==> src/pibc_pkg.sv <==
// ---------------------------------------------------------------------------
// pibc_pkg
// Shared types, codes and helpers of the palette icon to bgra converter.
// ---------------------------------------------------------------------------
`default_nettype none

package pibc_pkg;

    localparam int PALETTE_DEPTH_DEF = 256;
    localparam int MID_DEPTH         = 2;
    localparam int OUT_DEPTH         = 4;

    typedef enum logic [1:0] {
        OP_PAL_WRITE = 2'd0,
        OP_START     = 2'd1,
        OP_COLOUR    = 2'd2,
        OP_MASK      = 2'd3
    } op_t;

    localparam logic [1:0] DEPTH_IDX4   = 2'd0;
    localparam logic [1:0] DEPTH_IDX8   = 2'd1;
    localparam logic [1:0] DEPTH_DIRECT = 2'd2;

    localparam logic [1:0] REG_DEPTH_MODE = 2'd0;
    localparam logic [1:0] REG_HALVE_SIZE = 2'd1;
    localparam logic [1:0] REG_WIDTH      = 2'd2;

    localparam logic [1:0] DEPTH_MODE_RST = DEPTH_IDX8;
    localparam logic [7:0] WIDTH_RST      = 8'd32;

    localparam logic [7:0] ALPHA_OPAQUE = 8'hFF;
    localparam logic [7:0] NIBBLE_MASK  = 8'h0F;

    typedef struct packed {
        logic       valid;
        logic [1:0] index;
        logic [7:0] data;
    } cfg_write_t;

    // one request as the back end sees it
    typedef struct packed {
        logic        is_write;
        logic        is_mask;
        logic        direct;
        logic        nibble;
        logic [7:0]  data;
        logic [23:0] bgr;
        logic [7:0]  keep;
        logic [7:0]  col0;
    } job_t;

    typedef struct packed {
        logic        kind;
        logic [23:0] bgr;
        logic [7:0]  alpha;
        logic [7:0]  column;
        logic        last;
    } result_t;

    function automatic logic [3:0] popcount8(input logic [7:0] v);
        logic [3:0] n;
        n = '0;
        for (int i = 0; i < 8; i++) begin
            n = n + {3'b000, v[i]};
        end
        return n;
    endfunction

endpackage

`default_nettype wire

==> src/pibc_job_queue.sv <==
// ---------------------------------------------------------------------------
// pibc_job_queue
// Short request queue between the front and back ends.
// ---------------------------------------------------------------------------
`default_nettype none

module pibc_job_queue
    import pibc_pkg::*;
(
    input  wire logic clk,
    input  wire logic rst_n,
    input  wire logic push,
    input  wire job_t wdata,
    output logic      full,
    input  wire logic pop,
    output logic      valid,
    output job_t      rdata
);

    localparam int PW = (MID_DEPTH > 1) ? $clog2(MID_DEPTH) : 1;
    localparam int CW = $clog2(MID_DEPTH + 1);

    job_t          mem [MID_DEPTH];
    logic [PW-1:0] wr_ptr_reg, rd_ptr_reg;
    logic [CW-1:0] count_reg, count_next;

    function automatic logic [PW-1:0] ptr_inc(input logic [PW-1:0] p);
        return (p == PW'(MID_DEPTH - 1)) ? '0 : p + PW'(1);
    endfunction

    assign full  = (count_reg == CW'(MID_DEPTH));
    assign valid = (count_reg != '0);
    assign rdata = mem[rd_ptr_reg];

    always_comb
    begin
        count_next = count_reg;
        if (push && !pop)
        begin
            count_next = count_reg + CW'(1);
        end
        else if (pop && !push)
        begin
            count_next = count_reg - CW'(1);
        end
    end

    always_ff @(posedge clk)
    begin
        if (push)
        begin
            mem[wr_ptr_reg] <= wdata;
        end
    end

    always_ff @(posedge clk or negedge rst_n)
    begin
        if (!rst_n)
        begin
            wr_ptr_reg <= '0;
            rd_ptr_reg <= '0;
            count_reg  <= '0;
        end
        else
        begin
            if (push)
            begin
                wr_ptr_reg <= ptr_inc(wr_ptr_reg);
            end
            if (pop)
            begin
                rd_ptr_reg <= ptr_inc(rd_ptr_reg);
            end
            count_reg <= count_next;
        end
    end

endmodule

`default_nettype wire

==> config.mk <==
export PLATFORM = sky130hd
export DESIGN_NAME = pibc_job_queue
export DESIGN_NICKNAME = d
export VERILOG_FILES = /design/src/pibc_pkg.sv /design/src/pibc_job_queue.sv
export SDC_FILE = /design/constraint.sdc
export NUM_CORES = 1
export LEC_CHECK = 0
export BUFFER_PORTS_ARGS = -buffer_cell sky130_fd_sc_hd__clkbuf_2
export CAP_MARGIN = 15
export CELL_PAD_IN_SITES_DETAIL_PLACEMENT = 1
export CELL_PAD_IN_SITES_GLOBAL_PLACEMENT = 2
export CORE_ASPECT_RATIO = 1.2
export CORE_UTILIZATION = 42
export CTS_CLUSTER_SIZE = 40
export DETAILED_ROUTE_END_ITERATION = 8
export PLACE_DENSITY = 0.84
export RECOVER_POWER = 25
export SYNTH_ARGS = -nofsm -noshare
export SYNTH_HDL_FRONTEND = slang
export SYNTH_SLANG_ARGS = --single-unit
==> constraint.sdc <==
create_clock -name clk -period 5.4 [get_ports clk]
set_input_delay 0.54 -clock clk [delete_from_list [all_inputs] [get_ports clk]]
set_output_delay 0.54 -clock clk [all_outputs]
set_load 0.03 [all_outputs]
==> run summary <==
* finished, final reports clean — outcome
* 0.769 — portion of the post-synthesis area used by sequential elements
* 3.14 ns — dpl ws
* 0 — max capacitance violation total
* 104 — EDFF count, synth
* 16.6 um — Routed wire per std cell
* 0.436 — starting density of the core
* 0.348 — sw frac
* yes — clock tree from TritonCTS
* flip-flops — kind of cell adding the most delay to the critical path
* 1.85 mW — Internal Dissipation
* 4810 um^2 — placed inst area
* 2.84 mW — post-layout power
* clkbuf_16 — clock tree root buffer cell
* 77 — drt initial violations
* 0.986 ns — Worst Max-Slew Pin Slew
* 7.01 mm — total wire length after detailed routing
* 4190 um^2 — mapped cell area
* edfxtp_1 — cell type with the largest total area after synthesis
* 93.2 um — overall die width
* edfxtp_1 (104), mux2_4 (49), buf_12 (5) — ranking of synthesized cells by instance count
* in -> reg — Hold Path Class
* 1.07 ns — delay contributed by the slowest stage of the critical path
* edfxtp_1 — top-count cell post-synth
* 4 — number of iterations in the first detailed-routing pass
* 0.203 — relative contribution of the clock network to total power
* 0.0370 — Synth async-reset ratio
* 54 — largest net degree at the start of global routing
* 111 um — overall die height
* 4.66 — vias per cell
* 0.350 — Logic pwr share
* 0.256 — met2 Track Usage GR
* 0.479 — period utilisation layout
* 0.526 — fin util
* 352 — Layout Nets
* 14 — Yosys cell types
* 23.6 um^2 — average footprint of a synthesized cell
* false — RSZ-0062 raised after global routing
* 0 — antenna violations before repair
* 104 — number of flip-flops in the largest register
* 108 — sink count of the clock tree
* 1973 — total number of vias
* 0.148 — routing usage on met1
* 108 — flip-flop and latch count after synthesis
* 0 — number of nets with antenna violations after routing
* 0 — number of remaining DRC errors
* 0 — max-slew violations
* 10.8 mm — wire length of the first global-routing pass
* 406 — number of cells after detailed placement
* edfxtp_1 — Main synth FF type
* 0 — final number of setup-violating endpoints
* 3.56 ns — setup slack, reg-to-reg
* 0.343 — worst relative slew slack
* 0.000292 V — IR drop worst, VDD
* 0.527 — layout cells sized above 1
* 2 — buffer depth of the longest clock path
* 0.745 — share of the synthesized area in the top cell type
* 2111 — vias in the first global route
* mux2_2, clkbuf_2 — critical-path cell list
* 178 — number of standard cells after synthesis
* 562 nW/um^2 — total power per unit cell area
* 109 — count of port buffers added during placement
* 0 — number of buffers added for setup after CTS
* 0 — global route total overflow
* 989 uW — reported net switching power
* 0.0294 — met3 Track Usage GR
* dfrtp_4 — Worst path slowest cell
* 9 — TritonCTS buffer count
* 0 ns — final sum of negative setup slack
* 3 — number of H-tree branching levels
* 235 — syn nets
* 110 — Top Ports
* 9610 um^2 — core region area
* 0.34 ns — clock insertion delay at the later pin of the skew report
* 53 — maximum net fanout on the critical path
* 0.06 ns — clock slew seen by the registers of the worst setup and hold paths
* 0.389 ns — final hold slack
* 5050 um^2 — total non-filler cell area in the finished layout
* flip-flop — sort of element at the start of the critical path
* reg -> out — crit path kind
* 2.59 ns — final worst path period need
* edfxtp_1 (74%), mux2_4 (18%), buf_12 (2.4%) — leading post-synthesis cells by cell area
* 10400 um^2 — area enclosed by the die boundary
* 0.00392 ns — Clock Skews
* primary output — crit end category
* 0 — Hold Violations, Final
* 423 — number of cells in the finished layout apart from fillers
* 39 — number of rows created at floorplan
* 2.05 ns — Arr. time, crit path
* 4.86 ns — worst endpoint required time
* 0.690 — Final Wtd Congestion
* 2.81 ns — setup slack of the critical path after layout
* 0 — antenna fix cells
* met2 — highest-utilization routing layer at the global route stage
* 20.5% — synthesis-to-layout area growth
* 2.02 nW — total leakage power
* 387 MHz — achievable frequency
* 0.144 — overall routing resource usage
* 0 — count of warnings emitted by yosys
* 1 — Buf+Inv Stages, Crit Path
* 0.447 — sequential group share of total power
-- kinds of logic after synthesis --
kind of cell / after synthesis / synth area share
xor gates and xnor gates: 5 / 0.0104
DFF: 108 / 0.769
buffers and inverters: 7 / 0.0275
and+or+nand+nor: 5 / 0.00686
muxes: 52 / 0.184
adders and majority gates: 1 / 0.00298
-- power by group through the flow --
| stage | registers (mW) | logic, mW | clock network [mW] |
|---|---|---|---|
| global route | 1.30 | 1.05 | 0.622 |
| global placement | 1.28 | 1.00 | 0 |
| finish | 1.27 | 0.993 | 0.576 |
| floorplan | 1.17 | 0.938 | 0 |
| detailed placement | 1.30 | 1.01 | 0 |
| CTS | 1.28 | 1.01 | 0.597 |
-- what timing repair did --
action	in CTS	in global routing
resized for setup	0	0
endpoints found under the hold margin	4	0
hold buffers	1	0
-- path summary, 6_finish.rpt --
path / startpoint / endpoint / cells past startpoint
worst max-delay path: rd_ptr_reg$_DFFE_PN0P_ / rdata[31] / 2
worst min-delay path: wdata[45] / mem[0][45]$_DFFE_PP_ / 1
worst max register to register: wr_ptr_reg$_DFFE_PN0P_ / mem[0][39]$_DFFE_PP_ / 2
worst min register to register: count_reg[1]$_DFFE_PN0P_ / count_reg[1]$_DFFE_PN0P_ / 1
max in group asynchronous: rst_n / rd_ptr_reg$_DFFE_PN0P_ / 2
min in group asynchronous: rst_n / count_reg[0]$_DFFE_PN0P_ / 2
-- layout make-up --
| type | count | area (um^2) |
|---|---|---|
| Clock buffer | 11 | 233 |
| Clock inverter | 5 | 28.8 |
| Fill cell | 921 | 4560 |
| Inverter | 1 | 3.75 |
| Multi-Input combinational cell | 63 | 863 |
| Sequential cell | 108 | 3230 |
| Tap cell | 123 | 154 |
| Timing Repair Buffer | 112 | 544 |
-- placed cells by master (no fill, tap or decap), drive strengths merged --
cell / count
clkbuf: 120
edfxtp: 104
mux2: 52
xor2: 4
dfrtp: 4
clkinv: 4
buf: 2
nor2b: 2
inv: 1
or2: 1
and2: 1
xnor2: 1
nor2: 1
ha: 1
clkinvlp: 1
dlygate4sd3: 1
-- routing by layer --
layer	share of wire	routed length, um
met1	0.37	2600
met2	0.55	3880
met3	0.044	307
met4	0.032	225
met5	0	0
(Power assumes the default switching activity.)
