<file path="config.mk">
export PLATFORM = sky130hd
export DESIGN_NAME = pibc_front
export DESIGN_NICKNAME = d
export VERILOG_FILES = /design/src/pibc_pkg.sv /design/src/pibc_front.sv
export SDC_FILE = /design/constraint.sdc
export NUM_CORES = 1
export LEC_CHECK = 0
export BUFFER_PORTS_ARGS = -buffer_cell sky130_fd_sc_hd__buf_4
export CAP_MARGIN = 20
export CELL_PAD_IN_SITES_DETAIL_PLACEMENT = 0
export CELL_PAD_IN_SITES_GLOBAL_PLACEMENT = 1
export CORE_MARGIN = 1
export CORE_UTILIZATION = 40
export CTS_CLUSTER_DIAMETER = 30
export CTS_CLUSTER_SIZE = 8
export DETAILED_ROUTE_END_ITERATION = 8
export PLACE_DENSITY = 0.8
export SLEW_MARGIN = 30
export SYNTH_ARGS = -nofsm -noshare
export SYNTH_HDL_FRONTEND = slang
export SYNTH_SLANG_ARGS = --single-unit
</file>
<file path="constraint.sdc">
create_clock -name clk -period 9.2 [get_ports clk]
set_clock_uncertainty 0.15 [all_clocks]
set_input_delay 0.92 -clock clk [delete_from_list [all_inputs] [get_ports clk]]
set_output_delay 0.92 -clock clk [all_outputs]
set_load 0.01 [all_outputs]
</file>
<file path="src/pibc_pkg.sv">
// ---------------------------------------------------------------------------
// pibc_pkg
// Shared types, codes and helpers of the palette icon to bgra converter.
// ---------------------------------------------------------------------------
`default_nettype none

package pibc_pkg;

    localparam int PALETTE_DEPTH_DEF = 256;
    localparam int MID_DEPTH         = 2;
    localparam int OUT_DEPTH         = 4;

    typedef enum logic [1:0] {
        OP_PAL_WRITE = 2'd0,
        OP_START     = 2'd1,
        OP_COLOUR    = 2'd2,
        OP_MASK      = 2'd3
    } op_t;

    localparam logic [1:0] DEPTH_IDX4   = 2'd0;
    localparam logic [1:0] DEPTH_IDX8   = 2'd1;
    localparam logic [1:0] DEPTH_DIRECT = 2'd2;

    localparam logic [1:0] REG_DEPTH_MODE = 2'd0;
    localparam logic [1:0] REG_HALVE_SIZE = 2'd1;
    localparam logic [1:0] REG_WIDTH      = 2'd2;

    localparam logic [1:0] DEPTH_MODE_RST = DEPTH_IDX8;
    localparam logic [7:0] WIDTH_RST      = 8'd32;

    localparam logic [7:0] ALPHA_OPAQUE = 8'hFF;
    localparam logic [7:0] NIBBLE_MASK  = 8'h0F;

    typedef struct packed {
        logic       valid;
        logic [1:0] index;
        logic [7:0] data;
    } cfg_write_t;

    // one request as the back end sees it
    typedef struct packed {
        logic        is_write;
        logic        is_mask;
        logic        direct;
        logic        nibble;
        logic [7:0]  data;
        logic [23:0] bgr;
        logic [7:0]  keep;
        logic [7:0]  col0;
    } job_t;

    typedef struct packed {
        logic        kind;
        logic [23:0] bgr;
        logic [7:0]  alpha;
        logic [7:0]  column;
        logic        last;
    } result_t;

    function automatic logic [3:0] popcount8(input logic [7:0] v);
        logic [3:0] n;
        n = '0;
        for (int i = 0; i < 8; i++) begin
            n = n + {3'b000, v[i]};
        end
        return n;
    endfunction

endpackage

`default_nettype wire

</file>
<file path="src/pibc_front.sv">
// ---------------------------------------------------------------------------
// pibc_front
// Configuration registers, row counters and request classification.
// ---------------------------------------------------------------------------
`default_nettype none

module pibc_front
    import pibc_pkg::*;
(
    input  wire logic       clk,
    input  wire logic       rst_n,
    input  wire cfg_write_t cfg,
    input  wire logic       accept,
    input  wire logic [1:0] op,
    input  wire logic [7:0] data_byte,
    input  wire logic [7:0] entry_blue,
    input  wire logic [7:0] entry_green,
    input  wire logic [7:0] entry_red,
    output logic            job_push,
    output job_t            job
);

    logic [1:0]  depth_mode_reg;
    logic        halve_reg;
    logic [7:0]  width_reg;
    logic [7:0]  src_col_reg, src_col_next;
    logic [7:0]  out_col_reg, out_col_next;
    logic        odd_row_reg, odd_row_next;
    logic [1:0]  phase_reg, phase_next;
    logic [15:0] partial_reg, partial_next;

    logic        take;
    logic        clear;
    logic        want_push;
    logic [3:0]  npix;
    logic [7:0]  consumed;
    logic [7:0]  keep;
    logic [8:0]  width9;
    job_t        job_c;

    // classify the request
    always_comb
    begin
        take         = 1'b0;
        clear        = 1'b0;
        npix         = 4'd0;
        phase_next   = phase_reg;
        partial_next = partial_reg;
        job_c        = '0;
        job_c.data   = data_byte;
        job_c.col0   = out_col_reg;
        unique case (op_t'(op))
            OP_PAL_WRITE:
            begin
                job_c.is_write = 1'b1;
                job_c.bgr      = {entry_red, entry_green, entry_blue};
            end
            OP_START:
            begin
                clear = 1'b1;
            end
            OP_COLOUR:
            begin
                unique case (depth_mode_reg)
                    DEPTH_IDX4:
                    begin
                        take         = 1'b1;
                        npix         = 4'd2;
                        job_c.nibble = 1'b1;
                    end
                    DEPTH_IDX8:
                    begin
                        take = 1'b1;
                        npix = 4'd1;
                    end
                    DEPTH_DIRECT:
                    begin
                        if (phase_reg == 2'd0)
                        begin
                            partial_next = {partial_reg[15:8], data_byte};
                            phase_next   = 2'd1;
                        end
                        else if (phase_reg == 2'd1)
                        begin
                            partial_next = {data_byte, partial_reg[7:0]};
                            phase_next   = 2'd2;
                        end
                        else
                        begin
                            take         = 1'b1;
                            npix         = 4'd1;
                            job_c.direct = 1'b1;
                            job_c.bgr    = {data_byte, partial_reg};
                            phase_next   = 2'd0;
                        end
                    end
                    default:
                    begin
                        take = 1'b0;
                    end
                endcase
            end
            OP_MASK:
            begin
                take          = 1'b1;
                npix          = 4'd8;
                job_c.is_mask = 1'b1;
            end
        endcase
    end

    // which of up to eight source pixels are consumed and which are kept
    always_comb
    begin
        logic [8:0] pos;
        pos      = '0;
        width9   = {1'b0, width_reg};
        consumed = '0;
        keep     = '0;
        for (int i = 0; i < 8; i++)
        begin
            pos         = {1'b0, src_col_reg} + 9'(i);
            consumed[i] = take && (4'(i) < npix) && (pos < width9);
            keep[i]     = consumed[i] &&
                          (!halve_reg || (!odd_row_reg && !pos[0] && (pos + 9'd1 < width9)));
        end
    end

    always_comb
    begin
        logic [7:0] sc_adv;
        sc_adv       = src_col_reg + {4'b0000, popcount8(consumed)};
        src_col_next = src_col_reg;
        out_col_next = out_col_reg;
        odd_row_next = odd_row_reg;
        if (clear)
        begin
            src_col_next = '0;
            out_col_next = '0;
            odd_row_next = 1'b0;
        end
        else if (take)
        begin
            if (sc_adv >= width_reg)
            begin
                src_col_next = '0;
                out_col_next = '0;
                odd_row_next = !odd_row_reg;
            end
            else
            begin
                src_col_next = sc_adv;
                out_col_next = out_col_reg + {4'b0000, popcount8(keep)};
            end
        end
    end

    assign want_push = job_c.is_write || (take && (keep != 8'd0));
    assign job_push  = accept && want_push;

    always_comb
    begin
        job      = job_c;
        job.keep = keep;
    end

    always_ff @(posedge clk or negedge rst_n)
    begin
        if (!rst_n)
        begin
            depth_mode_reg <= DEPTH_MODE_RST;
            halve_reg      <= 1'b0;
            width_reg      <= WIDTH_RST;
        end
        else if (cfg.valid)
        begin
            case (cfg.index)
                REG_DEPTH_MODE: depth_mode_reg <= cfg.data[1:0];
                REG_HALVE_SIZE: halve_reg      <= cfg.data[0];
                REG_WIDTH:      width_reg      <= cfg.data;
                default:        width_reg      <= width_reg;
            endcase
        end
    end

    always_ff @(posedge clk or negedge rst_n)
    begin
        if (!rst_n)
        begin
            src_col_reg <= '0;
            out_col_reg <= '0;
            odd_row_reg <= 1'b0;
            phase_reg   <= '0;
            partial_reg <= '0;
        end
        else if (accept)
        begin
            src_col_reg <= src_col_next;
            out_col_reg <= out_col_next;
            odd_row_reg <= odd_row_next;
            phase_reg   <= clear ? 2'd0 : phase_next;
            partial_reg <= clear ? 16'd0 : partial_next;
        end
    end

endmodule

`default_nettype wire

</file>
==> impl_metrics.tcl, run 1 <==
set metrics [dict create \
    cp-end-kind "flip-flop" \
    crit_path_frequent_cell "fa_1" \
    diodes 0 \
    vias 6117 \
    synthToLayoutAreaGrowth_pct 16.27 \
    drive_gt1_share_pct 18.39 \
    critPathLaunchType "flip-flop" \
    dieArea_mm2 0.01776 \
    status "complete, no violations" \
    powerDensity_mw_per_mm2 217.4 \
    ys_ff_latch 46 \
    worstSetupStartpoint "src_col_reg[2]" \
    syn_area_mm2 0.006892 \
    grt_pass1_wl_um 31240 \
    ctsHoldBuffers 0 \
    synth_warnings 0 \
    fin_nets 1087 \
    cts_tree "done" \
    synth.distinct_cells 72 \
    p_leak_uw 0.004199 \
    setup_viol 0 \
    drc 0 \
    post-route-period-util_pct 84.20 \
    cts-buffers-inserted 5 \
    initial_core_util_pct 41.26 \
    cts.root.buffer_cell "clkbuf_16" \
    avgSynthCellArea_um2 8.498 \
    synth_common_cells "133 x ha_1, 72 x nand2_1, 62 x inv_1, 44 x dfrtp_1, 43 x o21ai_0" \
    gp_congestion 0.8520 \
    grt.total_usage_pct 22.16 \
    dieHeight_um 133.3 \
    fin_util_pct 47.98 \
    fmax_ghz 0.1291 \
    detail_route.wl_per_cell_um 17.65 \
    async_flop_share_pct 100.0 \
    relSlewSlack_pct 38.67 \
    clk_pin_slew_ns 0.07 \
    synth_edf_count 0 \
    rows 47 \
    antenna_found_initial 0 \
    placed_cell_area_mm2 0.007839 \
    ff2ff_setup_slack_ns 1.45 \
    die_w_um 133.3 \
    yosysTopAreaCell "ha_1" \
    min_path_type "flip-flop to flip-flop" \
    grt_pass1_vias 5914 \
    post-dp-hpwl_um 15080 \
    yosysMostFrequentCell "ha_1" \
    h-tree-depth 2 \
    drt-initial-drc-count 310 \
    worstPathMaxFanout 20 \
    first_pass_iters 5 \
    io_pins 101 \
    cts_setup_buffers 0 \
    yosysSeqAreaShare_pct 16.74 \
    synth_cells 811 \
    grt_overflow 0 \
    cts_repair_resize_count 0 \
    crit-reg2reg-capture "out_col_reg[2]" \
    drt.antenna.violating_nets 0 \
    n_fill_cell 1657 \
    min_period_ns 7.746 \
    drt-total-wl_um 19720 \
    hold_viol 0 \
    crit_slowest_cell "ha_1" \
    worst_pin_slew_ns 0.9081 \
    synth_fp_nets 1002 \
    grt_setup_unrepaired "no" \
    max_stage_delay_ns 0.67 \
    fin_area_mm2 0.008013 \
    core-area_mm2 0.01670 \
    drv_slew 0 \
    clkLatencyLatePin_ns 0.29 \
    via_per_inst 5.476 \
    r2r_cells 29 \
    crit_type "flip-flop to flip-flop" \
    io_buffers 100 \
    ir_worst_vdd_mv 0.1126 \
    yosys-top-cells-area "ha_1 24%, dfrtp_1 16%, xnor2_1 5.3%" \
    largest_reg_flops 16 \
    cp.arrival_ns 7.78 \
    ys.flop_type "dfrtp_1" \
    stdcell_count 1117 \
    fin_setup_tns_ns 0 \
    maxCapViolations 0 \
    clock-sinks 46 \
    endpoint "out_col_reg[2]" \
    dp.cells 1109 \
    grt_max_degree 47 \
    synth_top_area_share_pct 24.15 \
    cts_buffer_depth 2 \
    required_ns 9.23 \
    r2r-start "src_col_reg[2]" \
]
[critical path: cells and delay by family, from the launching register on]
| kind | cells | cell delay [ns] |
|---|---|---|
| xor+xnor | 2 | 0.54 |
| compound gates | 10 | 1.78 |
| flops | 1 | 0.32 |
| fa+ha+maj | 8 | 3.39 |
| simple gates | 4 | 0.84 |
| buf+inv | 5 | 0.62 |
[where the power goes]
group	internal (uW)	switching, uW	leakage, uW	total [uW]
combinational	514	681	0.00352	1200
clock	130	80.5	0.0000819	211
sequential	266	69.7	0.000595	336
total	911	832	0.00420	1740
[cells by family (layout without fill, tap and decap cells)]
family | Yosys count | after routing | share of synthesized area [%]
and+or+nand+nor | 220 | 220 | 16.25
AOI/OAI and AO/OA | 210 | 210 | 21.06
adders and majority gates | 143 | 143 | 27.05
buffers and inverters | 101 | 187 | 6.536
xor gates and xnor gates | 81 | 81 | 10.73
DFF | 46 | 46 | 16.74
muxes | 10 | 10 | 1.634
[placed cells by master, fill, tap and decap left out, types with 3 or more instances in the layout]
master     netlist  layout
xnor2_1         42      42
ha_1           133     132
a31oi_1          4       4
clkbuf_16        0       5
nor2b_1         13      13
or2_2            6       6
mux2_2          10      10
o31ai_1         10      10
a21oi_2          3       3
o21ai_0         43      43
fa_1            10      10
nand3b_1         3       3
and2_1           5       5
dfrtp_1         44      44
xor2_2           3       3
nand3_1         22      22
nor3_1           9       9
nand2_2          3       3
a21oi_1         40      40
nand2b_1        11      11
nand2_1         72      72
and3_1           3       3
o211ai_1         4       4
o41ai_1          3       3
a22o_1          37      37
o21bai_1         5       5
nor3b_1          6       6
a21o_1          28      28
nand4_1         10      10
inv_1           62      62
nor2_1          41      41
buf_4           11     116
xor2_1          35      35
o21ai_1          5       4
a211oi_1         6       6
[layer usage]
layer | global-route usage [%] | part of all wire [%]
met5 | 0 | 0
met1 | 29.78 | 46
met2 | 37.59 | 46
met3 | 2.435 | 4.8
met4 | 5.871 | 2.6
[per-stage QoR]
stage | worst slack, ns | hold slack, ns | total power (uW)
floorplan | 2.517 | 0.3169 | 1192
global placement | 1.589 | 0.3371 | 1513
detailed placement | 1.486 | 0.3464 | 1529
CTS | 1.481 | 0.3625 | 1748
global route | 0.9235 | 0.3738 | 1927
finish | 1.454 | 0.3580 | 1742
[worst min-delay path by stage]
stage	startpoint	to	slack, ns	cells after the start
2_1_floorplan	partial_reg[0]	partial_reg[0]	0.32	1
3_3_place_gp	width_reg[4]	width_reg[4]	0.34	1
3_5_place_dp	width_reg[2]	width_reg[2]	0.35	1
4_1_cts	width_reg[2]	width_reg[2]	0.36	1
5_1_grt	width_reg[2]	width_reg[2]	0.37	1
6_report	width_reg[2]	width_reg[2]	0.36	1
[layout make-up]
cell class / instances / area (um2) / share of cell area [%]
inverter: 63 / 236.5 / 2.951
tap: 220 / 275.3 / 3.435
sequential: 46 / 1154 / 14.40
clock buffer: 5 / 125.1 / 1.562
multi-input combinational: 664 / 5303 / 66.18
timing repair buffer: 116 / 870.8 / 10.87
clock inverter: 3 / 48.80 / 0.6090
Note: power is estimated with default switching activity, not from simulation.
==> inputs of run 2 (changes only) <==
Clock period 9.2 ns to 7.4 ns, I/O delays scaled along.
==> run 2 against run 1 <==
Net effect: power is 26% higher; wire length rose by 1.7%; setup slack got worse by 0.99 ns; register-to-register slack lost 0.99 ns; flip-flop and latch count unchanged; maximum frequency increased by 12%; die area unchanged; first-iteration DRC count fell by 5.2%; combinational power rose by 28%.
==> impl_metrics.tcl, run 2 (synthesis gave the netlist of run 1 again) <==
set metrics [dict create \
    crit_slowest_cell "fa_1" \
    min_path_type "input pin to asynchronous set/reset pin" \
    powerDensity_mw_per_mm2 270.2 \
    first_pass_iters 5 \
    post-dp-hpwl_um 15880 \
    max_stage_delay_ns 0.56 \
    holdWs_ns 0.3024 \
    vias 6099 \
    cts_tree "done" \
    largest_reg_flops 16 \
    drt-total-wl_um 20050 \
    worst_pin_slew_ns 0.8704 \
    pwr-share-clk_pct 11.1 \
    core-area_mm2 0.01670 \
    drt-initial-drc-count 294 \
    worstPathMaxFanout 13 \
    grt.total_usage_pct 22.88 \
    drt.antenna.violating_nets 0 \
    initial_core_util_pct 41.26 \
    post-route-period-util_pct 93.68 \
    cts_buffer_depth 2 \
    critPathLaunchType "flip-flop" \
    drive_gt1_share_pct 19.49 \
    dieArea_mm2 0.01776 \
    rows 47 \
    crit_path_frequent_cell "fa_1" \
    die_w_um 133.3 \
    relSlewSlack_pct 41.49 \
    power_uw 2188 \
    grt_pass1_vias 5935 \
    synthToLayoutAreaGrowth_pct 17.50 \
    antenna_found_initial 0 \
    final_common_cell "ha_1" \
    setup_viol 0 \
    diodes 0 \
    swShare_pct 48.03 \
    fin_setup_tns_ns 0 \
    dp.cells 1120 \
    io_buffers 100 \
    ir_worst_vdd_mv 0.1128 \
    detail_route.wl_per_cell_um 17.78 \
    cp.arrival_ns 6.97 \
    clock-sinks 46 \
    cts.root.buffer_cell "clkbuf_16" \
    sequentialPowerShare_pct 18.8 \
    cp-end-kind "flip-flop" \
    dieHeight_um 133.3 \
    drv_slew 0 \
    via_per_inst 5.407 \
    fmax_ghz 0.1443 \
    grt_setup_unrepaired "no" \
    min_period_ns 6.932 \
    io_pins 101 \
    stdcell_count 1128 \
    drc 0 \
    p_switching_uw 1051 \
    fin_nets 1098 \
    grt_pass1_wl_um 32040 \
    hold_viol 0 \
    clk_pin_slew_ns 0.07 \
    clkLatencyLatePin_ns 0.29 \
    grt_max_degree 47 \
    p_leak_uw 0.004255 \
    combPwrFrac_pct 70.1 \
    status "complete, no violations" \
    h-tree-depth 2 \
    crit_type "flip-flop to flip-flop" \
    final_cell_mix "132 x ha_1, 127 x buf_4, 72 x nand2_1, 62 x inv_1, 44 x dfrtp_1" \
    ctsHoldBuffers 0 \
    grt_overflow 0 \
    cts-buffers-inserted 5 \
    p_int_uw 1137 \
    maxCapViolations 0 \
    gp_congestion 0.8967 \
    cts_setup_buffers 0 \
    required_ns 7.44 \
]
## run 2: worst max-delay path: cells and delay by family, from the launching register on
family | cells | cell delay [ns]
compound gates | 9 | 1.57
xor+xnor | 2 | 0.42
fa+ha+maj | 7 | 2.62
buf+inv | 4 | 0.58
flops | 1 | 0.42
simple gates | 4 | 1.03
## run 2: per-layer routing
| layer | wire (um) | vias to the layer above | GRT usage [%] |
|---|---|---|---|
| li1 | - | 3076 | - |
| met1 | 9242 | 2853 | 30.30 |
| met2 | 9464 | 136 | 38.43 |
| met3 | 805 | 34 | 2.930 |
| met4 | 537 | 0 | 7.386 |
| met5 | 0 | - | 0 |
## run 2: worst paths after layout
path	start	end	slack, ns	depth (start not counted)
worst max-delay path	src_col_reg[2]	out_col_reg[2]	0.47	26
worst min-delay path	rst_n	out_col_reg[3]	0.30	1
worst max register to register	src_col_reg[2]	out_col_reg[2]	0.47	26
worst min register to register	width_reg[4]	width_reg[4]	0.36	1
max in group asynchronous	rst_n	src_col_reg[7]	6.39	1
min in group clk	width_reg[4]	width_reg[4]	0.36	1
## run 2: timing repair
| item | in CTS | in global routing |
|---|---|---|
| endpoints found under the hold margin | 0 | 0 |
| gates resized for setup | 0 | 3 |
| endpoints found under the setup margin | 0 | 13 |
## run 2: power groups by stage
stage	Sequential [uW]	Clock, uW	Combinational [uW]
2_1_floorplan	390	0	1090
3_3_place_gp	413	0	1510
3_5_place_dp	412	0	1520
4_1_cts	411	245	1530
5_1_grt	422	258	1740
6_report	411	243	1530
## run 2: cell type report
| class | count | area [um2] |
|---|---|---|
| inverters | 63 | 236.5 |
| multi-input cells | 664 | 5318 |
| clock inverters | 1 | 8.758 |
| flip-flops and latches | 46 | 1154 |
| clock buffers | 7 | 152.6 |
| repair buffers | 127 | 953.4 |
| well taps | 220 | 275.3 |
| fillers | 1675 | 8603 |
## run 2: metrics by stage
step / instance area [um2] / setup WS, ns / util [%]
global placement: 7919 / 0.4760 / 47.42
floorplan: 6892 / 0.7174 / -
global route: 8098 / 0.009159 / 48.49
detailed placement: 7926 / 0.3546 / 47.46
CTS: 8088 / 0.3349 / 48.43
finish: 8098 / 0.4678 / 48.49
